## src/rtl/core/cbm_pkg.sv

```systemverilog
`default_nettype none

package cbm_pkg;

  localparam int unsigned AddrW     = 16;
  localparam int unsigned ByteW     = 8;
  localparam int unsigned BankW     = 4;
  localparam int unsigned Prg32W    = 3;
  localparam int unsigned InDataW   = 32;
  localparam int unsigned OutDataW  = 24;
  localparam int unsigned CfgIndexW = 8;

  localparam logic [AddrW-1:0] DecodeMask = 16'hE001;
  localparam logic [AddrW-1:0] AddrOuter  = 16'h6000;
  localparam logic [AddrW-1:0] AddrCtrl   = 16'h6001;

  localparam logic [ByteW-1:0]  DipReset     = 8'h00;
  localparam logic [BankW-1:0]  PrgMax16kRst = 4'hF;
  localparam logic [Prg32W-1:0] PrgMax32kRst = 3'h7;
  localparam logic [BankW-1:0]  ChrMax8kRst  = 4'hF;
  localparam logic [ByteW-1:0]  LockoutByte  = 8'hFF;

  typedef enum logic [CfgIndexW-1:0] {
    CfgDipSetting = 8'd0,
    CfgPrgMax16k  = 8'd1,
    CfgPrgMax32k  = 8'd2,
    CfgChrMax8k   = 8'd3
  } cfg_index_e;

  typedef enum logic {
    AccessRead  = 1'b0,
    AccessWrite = 1'b1
  } access_e;

  // CHR low-bit source, chr_ctrl bits 5:4
  typedef enum logic [1:0] {
    ChrInner     = 2'b00,
    ChrNone      = 2'b01,
    ChrCtrlInner = 2'b10,
    ChrCtrl      = 2'b11
  } chr_sel_e;

  typedef struct packed {
    logic [ByteW-1:0] open_bus;
    logic [ByteW-1:0] write_data;
    logic [AddrW-1:0] address;
  } in_data_t;

  typedef struct packed {
    logic [5:0]       pad;
    logic             mirror_horizontal;
    logic [BankW-1:0] chr_bank;
    logic [BankW-1:0] prg_bank;
    logic             prg_16k_mode;
    logic [ByteW-1:0] read_data;
  } out_data_t;

  function automatic logic [BankW-1:0] limit_bank(input logic [BankW-1:0] v,
                                                  input logic [BankW-1:0] max);
    return (v > max) ? (v & max) : v;
  endfunction

endpackage

`default_nettype wire

```

## src/rtl/core/cartridge_bank_mapper.sv

```systemverilog
`default_nettype none

// Bank mapper for a multi-game cartridge. Each input item is one CPU bus
// access; the matching output item returns the read byte (0xFF on dipswitch
// lockout, open bus otherwise, 0 for writes) together with the PRG bank, CHR
// bank and mirroring as they stand after the access. One item per cycle:
// decode, register update and bank selection all sit between the input
// handshake and a single output register, so each result is ready in the cycle after its item is accepted, and the
// input stalls only while that output register holds an untaken item.
// The user must set bank limits and the dipswitch through the cfg port only while idle; the block does not enforce it.
module cartridge_bank_mapper
  import cbm_pkg::*;
(
  input  wire logic                 clk_i,
  input  wire logic                 rst_ni,
  input  wire logic                 s_axis_tvalid,
  output logic                      s_axis_tready,
  // [15:0] address, [23:16] write_data, [31:24] open_bus
  input  wire logic [InDataW-1:0]   s_axis_tdata,
  // [0] mode
  input  wire logic                 s_axis_tuser,
  output logic                      m_axis_tvalid,
  input  wire logic                 m_axis_tready,
  // [7:0] read_data, [8] prg_16k_mode, [12:9] prg_bank, [16:13] chr_bank,
  // [17] mirror_horizontal, [23:18] zero
  output logic [OutDataW-1:0]       m_axis_tdata,
  input  wire logic                 cfg_valid_i,
  output logic                      cfg_ready_o,
  input  wire logic [CfgIndexW-1:0] cfg_index_i,
  input  wire logic [ByteW-1:0]     cfg_data_i
);

  logic [ByteW-1:0]  dip_q;
  logic [BankW-1:0]  prg_max_16k_q;
  logic [Prg32W-1:0] prg_max_32k_q;
  logic [BankW-1:0]  chr_max_8k_q;

  logic [ByteW-1:0] outer_q, outer_d;
  logic [ByteW-1:0] ctrl_q, ctrl_d;
  logic [ByteW-1:0] inner_q, inner_d;

  logic      out_valid_q;
  out_data_t out_q, out_d;

  in_data_t         in_item;
  logic             in_fire;
  logic [AddrW-1:0] dec;
  logic [BankW-1:0] prg_raw;
  logic [BankW-1:0] chr_raw;
  logic [1:0]       chr_low;

  assign in_item       = in_data_t'(s_axis_tdata);
  assign s_axis_tready = !out_valid_q || m_axis_tready;
  assign in_fire       = s_axis_tvalid && s_axis_tready;
  assign cfg_ready_o   = 1'b1;
  assign m_axis_tvalid = out_valid_q;
  assign m_axis_tdata  = out_q;

  always_ff @(posedge clk_i or negedge rst_ni) begin
    if (!rst_ni) begin
      dip_q         <= DipReset;
      prg_max_16k_q <= PrgMax16kRst;
      prg_max_32k_q <= PrgMax32kRst;
      chr_max_8k_q  <= ChrMax8kRst;
    end else if (cfg_valid_i) begin
      case (cfg_index_e'(cfg_index_i))
        CfgDipSetting: dip_q         <= cfg_data_i;
        CfgPrgMax16k:  prg_max_16k_q <= cfg_data_i[BankW-1:0];
        CfgPrgMax32k:  prg_max_32k_q <= cfg_data_i[Prg32W-1:0];
        CfgChrMax8k:   chr_max_8k_q  <= cfg_data_i[BankW-1:0];
        default: ;
      endcase
    end
  end

  // Register writes
  always_comb begin
    dec     = in_item.address & DecodeMask;
    outer_d = outer_q;
    ctrl_d  = ctrl_q;
    inner_d = inner_q;
    if (access_e'(s_axis_tuser) == AccessWrite) begin
      if (dec == AddrOuter) begin
        outer_d = in_item.write_data;
      end else if (dec == AddrCtrl) begin
        ctrl_d = in_item.write_data;
      end else if (in_item.address[AddrW-1]) begin
        inner_d = in_item.write_data;
      end
    end
  end

  // Result from the updated registers
  always_comb begin
    case (chr_sel_e'(ctrl_d[5:4]))
      ChrInner:     chr_low = inner_d[1:0];
      ChrNone:      chr_low = 2'b00;
      ChrCtrlInner: chr_low = {ctrl_d[1], inner_d[0]};
      ChrCtrl:      chr_low = ctrl_d[1:0];
      default:      chr_low = 2'b00;
    endcase
    chr_raw = {outer_d[6], ctrl_d[2], chr_low};

    if (outer_d[3]) begin
      prg_raw = limit_bank({outer_d[6], outer_d[2:0]}, prg_max_16k_q);
    end else begin
      prg_raw = limit_bank({1'b0, outer_d[6], outer_d[2:1]}, {1'b0, prg_max_32k_q});
    end

    out_d                   = '0;
    out_d.prg_16k_mode      = outer_d[3];
    out_d.prg_bank          = prg_raw;
    out_d.chr_bank          = limit_bank(chr_raw, chr_max_8k_q);
    out_d.mirror_horizontal = outer_d[4];
    if (access_e'(s_axis_tuser) == AccessRead) begin
      if (in_item.address[AddrW-1] && ((ctrl_q[7:6] & dip_q[7:6]) != 2'b00)) begin
        out_d.read_data = LockoutByte;
      end else begin
        out_d.read_data = in_item.open_bus;
      end
    end
  end

  always_ff @(posedge clk_i or negedge rst_ni) begin
    if (!rst_ni) begin
      outer_q     <= '0;
      ctrl_q      <= '0;
      inner_q     <= '0;
      out_valid_q <= 1'b0;
    end else begin
      if (in_fire) begin
        outer_q     <= outer_d;
        ctrl_q      <= ctrl_d;
        inner_q     <= inner_d;
        out_valid_q <= 1'b1;
      end else if (m_axis_tready) begin
        out_valid_q <= 1'b0;
      end
    end
  end

  always_ff @(posedge clk_i) begin
    if (in_fire) begin
      out_q <= out_d;
    end
  end

endmodule

`default_nettype wire

```

## config.mk

```make
export PLATFORM = sky130hd
export DESIGN_NAME = cartridge_bank_mapper
export DESIGN_NICKNAME = d
export VERILOG_FILES = /design/src/rtl/core/cbm_pkg.sv /design/src/rtl/core/cartridge_bank_mapper.sv
export SDC_FILE = /design/constraint.sdc
export NUM_CORES = 1
export LEC_CHECK = 0
export BUFFER_PORTS_ARGS = -buffer_cell sky130_fd_sc_hd__buf_2
export CORE_ASPECT_RATIO = 0.7
export CORE_MARGIN = 1.5
export CORE_UTILIZATION = 51
export CTS_CLUSTER_DIAMETER = 150
export DETAILED_ROUTE_END_ITERATION = 10
export HOLD_SLACK_MARGIN = 0.03
export MAX_ROUTING_LAYER = met4
export PLACE_DENSITY = 0.88
export SLEW_MARGIN = 0
export SYNTH_ARGS = -nofsm -noshare
export SYNTH_HDL_FRONTEND = slang
export SYNTH_SLANG_ARGS = --single-unit
```

## constraint.sdc

```tcl
create_clock -name clk_i -period 4.01 [get_ports clk_i]
set_clock_uncertainty 0.05 [all_clocks]
set_input_delay 0.802 -clock clk_i [delete_from_list [all_inputs] [get_ports clk_i]]
set_output_delay 0.802 -clock clk_i [all_outputs]
set_load 0.02 [all_outputs]
```

==> results.cfg, run 1 <==
[timing]
min_period_over_period_pct = 80.7
max_slew_margin_pct = 56.9
setup_violations = 0
rsz0062_at_grt = false
max_freq_ghz = 0.309
period_minus_slack_ps = 3240
whs_ps = 459
timing.setup.tns_ps = 0
slew_violations = 0
tightestPinTransition_ps = 646
hold_viol_final = 0

[synthesis]
syn_area_per_cell_sq_um = 11.8
synth_seq_area_share_pct = 47.6
syn_inst = 228
synthFlopType = edfxtp_1
async_flop_share_pct = 61.7
synth_common_cells = mux2_2, ha_1, dfrtp_1, edfxtp_1, a21oi_1
yosysWarnings = 0
synth_area_sq_um = 2690
netlist.area_leader.share_pct = 20.1
yosys.cell_count.top_type = mux2_2
synth_top_area_cell = edfxtp_1
ys_seq_elements = 47
synth-edff-count = 18
synthTopCellsByArea = edfxtp_1, dfrtp_1, mux2_2
ys_types = 52

[clock_network]
cts_hold_buffers = 0
cts_resized = 0
clk_pin_slew_ps = 80
clk-insertion-delay-late_ps = 300
cts_buffers = 5
root_buffer = clkbuf_8
cts_max_path_buffers = 2
clkSinkCount = 47
tritoncts = yes
post-cts-setup-buffer-count = 0
htree_levels = 2

[power_and_ir_drop]
vdd_ir_drop_max_mv = 0.220
p_leak_uw = 0.00142
power_uw = 1470
p_per_area_nw_per_um2 = 471

[drt]
drtIter0Drc = 246
avgViaCountPerCell = 5.54
wl_microns = 5340
wire_per_inst_microns = 14.8
firstDrtPassIters = 4
ant_nets = 0
dr_total_vias = 1993
drc_errors = 0

[placed_design]
place_congestion = 0.899
place_area_sq_um = 3030
hpwl_microns = 4270
port_buffers = 59

[floorplanning]
core_sq_um = 4910
die-area_sq_um = 5720
start_util_pct = 54.7
rows = 21
dieWidth_microns = 89.8
io-pin-count = 81
die_h_microns = 63.8

[global_route]
grt_max_degree = 30
grt_pass1_wl_microns = 8900
grt_usage_pct = 20.6
grt_antenna_before_repair = 0
grt_pass1_vias = 1843
grt.overflow.total = 0

[cells_and_area]
postLayoutCoreUtil_pct = 63.3
fillers = 405
area_delta_synth_final_pct = 15.7
drive_gt1_share_pct = 40.9
num_antenna_cells = 0
design_area_sq_um = 3110
fin_nets = 366

[run]
drv_cap = 0

[critical_path]
start_kind = input pin
r2r_slack_ps = 1370
crit_type = input pin to flop
cp.arrival_ps = 3240
required_ps = 4010
crit_fanout = 15
crit_path_end_kind = flop

[run_status]
status = complete, no violations

[min_path]
worstHoldPathType = input pin to asynchronous set/reset pin
-- through the flow --
| step | instances | setup slack [ps] |
|---|---|---|
| floorplan | 233 | 944 |
| global placement | 352 | 564 |
| CTS | 360 | 810 |
| global route | 360 | 635 |
| finish | 360 | 773 |
| detailed placement | 352 | 490 |
-- path summary, 6_finish.rpt --
check,start,endpoint,cells past startpoint
worst max-delay path,s_axis_tdata[15],m_axis_tdata[12],9
worst min-delay path,rst_ni,dip_q[6],1
worst max register to register,inner_q[1],m_axis_tdata[16],8
worst min register to register,outer_q[2],outer_q[2],1
max in group asynchronous,rst_ni,outer_q[3],1
min in group clk_i,outer_q[2],outer_q[2],1
-- routing by layer --
metal / part of all wire [%] / vias to the layer above / global-route usage, %
li1: - / 957 / -
met1: 47 / 947 / 28.3
met2: 45 / 85 / 29.9
met3: 6.3 / 4 / 4.40
met4: 1.1 / 0 / 8.33
met5: 0 / - / -
-- power breakdown --
group | switching [uW] | internal [uW] | leakage (uW) | total [uW]
Combinational | 315 | 248 | 0.000863 | 563
Sequential | 32.6 | 599 | 0.000513 | 632
Clock | 149 | 122 | 0.0000455 | 272
Total | 498 | 969 | 0.00142 | 1470
-- worst max-delay path, stage by stage --
cell,delay [ps]
buf_2,180
nand4b_2,310
nor2_4,300
mux2_4,400
ha_1,330
nand3_1,110
o221a_2,320
or3_1,350
o211a_1,130
-- sequential cells by signal, summed over array words and instances, names as in the netlist --
register and cells:
chr_max_8k_q 4, prg_max_32k_q 3, prg_max_16k_q 4, m_axis_tvalid 1
outer_q 6, ctrl_q 7, inner_q 2, dip_q 2
m_axis_tdata 18
-- cell families (layout without fill, tap and decap cells) --
group | Yosys count | in the layout | synth area share (%)
mux | 32 | 32 | 13.5
flops | 47 | 47 | 47.6
buf+inv | 27 | 85 | 4.98
fa+ha+maj | 22 | 22 | 10.2
other cells | 2 | 7 | 0.279
compound gates | 49 | 49 | 12.6
simple gates | 49 | 49 | 10.8
-- area by class of cell --
class | count | area (sq um) | share of cell area, %
Timing Repair Buffer | 60 | 303 | 9.73
Clock buffer | 6 | 72.6 | 2.33
Multi-Input combinational cell | 159 | 1290 | 41.6
Sequential cell | 47 | 1280 | 41.2
Inverter | 17 | 63.8 | 2.05
Tap cell | 69 | 86.3 | 2.78
Clock inverter | 2 | 11.3 | 0.362
-- cell usage in the layout, fill, tap and decap left out, types with 3 or more instances in the layout --
master and n:
dfstp_2 11, conb_1 7, edfxtp_1 18, a221oi_1 5, nand4_1 3, buf_2 59, o21ai_0 5, mux2_2 30
nor3_1 5, dfrtp_1 18, nand3_1 6, clkbuf_8 5, inv_1 16, ha_1 22, nor2_1 15, a21oi_1 17
Power figures use the tool's default switching activity.
==> run 2: changes to the inputs <==
- CORE_UTILIZATION: 51 -> 47
- PLACE_DENSITY: 0.88 -> 0.86
- clock period: 4.01 -> 2.8 ns (I/O delays scaled with it)
==> results.cfg, run 2 (synthesized netlist as in run 1, its figures left out) <==
[run_status]
status = complete, no violations

[cells_and_area]
fillers = 442
final_common_cell = buf_2
drive_gt1_share_pct = 47.0
layout_common_cells = buf_2, mux2_2, buf_4
largest_register_ffs = 18
num_antenna_cells = 0
fin_nets = 388
postLayoutCoreUtil_pct = 62.7
area_delta_synth_final_pct = 25.2

[clock_network]
tritoncts = yes
clk-insertion-delay-late_ps = 300
post-cts-setup-buffer-count = 0
cts_max_path_buffers = 2
clk_pin_slew_ps = 90
root_buffer = clkbuf_8
htree_levels = 2
cts_buffers = 5
clkSinkCount = 47

[critical_path]
cp_cell_sequence = buf_2 > nand4b_4 > nor2_4 > buf_4 > a21o_1 > ha_1 > a21oi_1 > o221ai_1 > a221oi_1 > o32ai_2
crit_fanout = 9
max_stage_delay_ps = 380
crit_family = compound AO/OA/AOI/OAI gates
cp_slowest_cell = a221oi_1
rr_worst_depth = 8
worstSetupPathDepth = 10
start_kind = input pin
crit_type = input pin to flop
cp.arrival_ps = 2660
path_buf_inv = 2
crit_path_end_kind = flop
required_ps = 2780

[run]
drv_cap = 0

[power_and_ir_drop]
netSwitchingPower_uw = 792
internal_power_uw = 1640
vdd_ir_drop_max_mv = 0.319
pwr-share-comb_pct = 40.2
p_leak_uw = 0.00157
power_frac_seq_pct = 37.3
p_per_area_nw_per_um2 = 722
clkPwrFrac_pct = 22.5
p_sw_share_pct = 32.6

[floorplanning]
start_util_pct = 50.1
core_sq_um = 5370
die_h_microns = 66.3
rows = 22
io-pin-count = 81
die-area_sq_um = 6190
dieWidth_microns = 93.4

[timing]
tightestPinTransition_ps = 656
timing.setup.tns_ps = 0
max_slew_margin_pct = 56.3
setup_violations = 0
rsz0062_at_grt = false
period_minus_slack_ps = 2680
hold_viol_final = 0
max_freq_ghz = 0.373
slew_violations = 0
min_period_over_period_pct = 95.7

[global_route]
grt_pass1_wl_microns = 9540
grt_util_met2_pct = 31.3
grt_max_degree = 30
met3_usage_pct = 3.79
grt.busiest_layer = met2
grt_antenna_before_repair = 0
grt.overflow.total = 0
grt_usage_pct = 20.9
grt_pass1_vias = 1991
grt_util_met1_pct = 28.8

[drt]
dr_total_vias = 2103
avgViaCountPerCell = 5.46
drtIter0Drc = 206
wl_microns = 6060
drc_errors = 0
wire_per_inst_microns = 15.7
ant_nets = 0
firstDrtPassIters = 4

[placed_design]
port_buffers = 59
hpwl_microns = 4870
place_congestion = 0.939

[min_path]
worstHoldPathType = input pin to asynchronous set/reset pin
run 2: path summary, 6_finish.rpt:
check                            startpoint  slack, ps               end
max in group asynchronous            rst_ni       2040         ctrl_q[0]
setup reg to reg                 inner_q[1]        370  m_axis_tdata[13]
hold reg to reg                  inner_q[1]        470        inner_q[1]
hold / removal                       rst_ni        240         ctrl_q[5]
min in group clk_i            s_axis_tvalid        420     m_axis_tvalid
setup / recovery           s_axis_tdata[15]        120  m_axis_tdata[10]
run 2: final cells by class:
cell class	instances	area [sq um]	area share, %
clock buffer	7	97.6	2.90
clock inverter	1	30.0	0.892
inverter	17	63.8	1.90
multi-input combinational	159	1340	39.7
sequential	47	1280	38.0
tap	72	90.1	2.68
timing repair buffer	82	468	13.9
run 2: metal layers:
metal / wire length, microns / part of all wire [%]
met4: 129 / 2.1
met3: 403 / 6.7
met1: 2770 / 46
met5: 0 / 0
met2: 2760 / 46
run 2: timing repair:
action	in CTS	in global routing
setup endpoints to repair	0	6
resized for setup	0	8
hold buffers	0	0
run 2: power by group through the flow:
| stage | Sequential, uW | Combinational, uW | Clock, uW |
|---|---|---|---|
| finish | 906 | 978 | 546 |
| global route | 918 | 1060 | 580 |
| CTS | 907 | 917 | 554 |
| detailed placement | 920 | 911 | 0 |
| global placement | 914 | 865 | 0 |
| floorplan | 964 | 538 | 0 |
run 2: through the flow:
step           hold slack (ps)  total power (uW)  instance area, sq um  worst slack, ps  cells
6_report                   242              2430                  3370              119    385
5_1_grt                    283              2560                  3370             44.4    385
4_1_cts                    254              2380                  3330             51.9    385
3_5_place_dp               446              1830                  3200             -264    377
3_3_place_gp               433              1780                  3200            -97.2    377
2_1_floorplan              214              1500                  2720             30.5    233
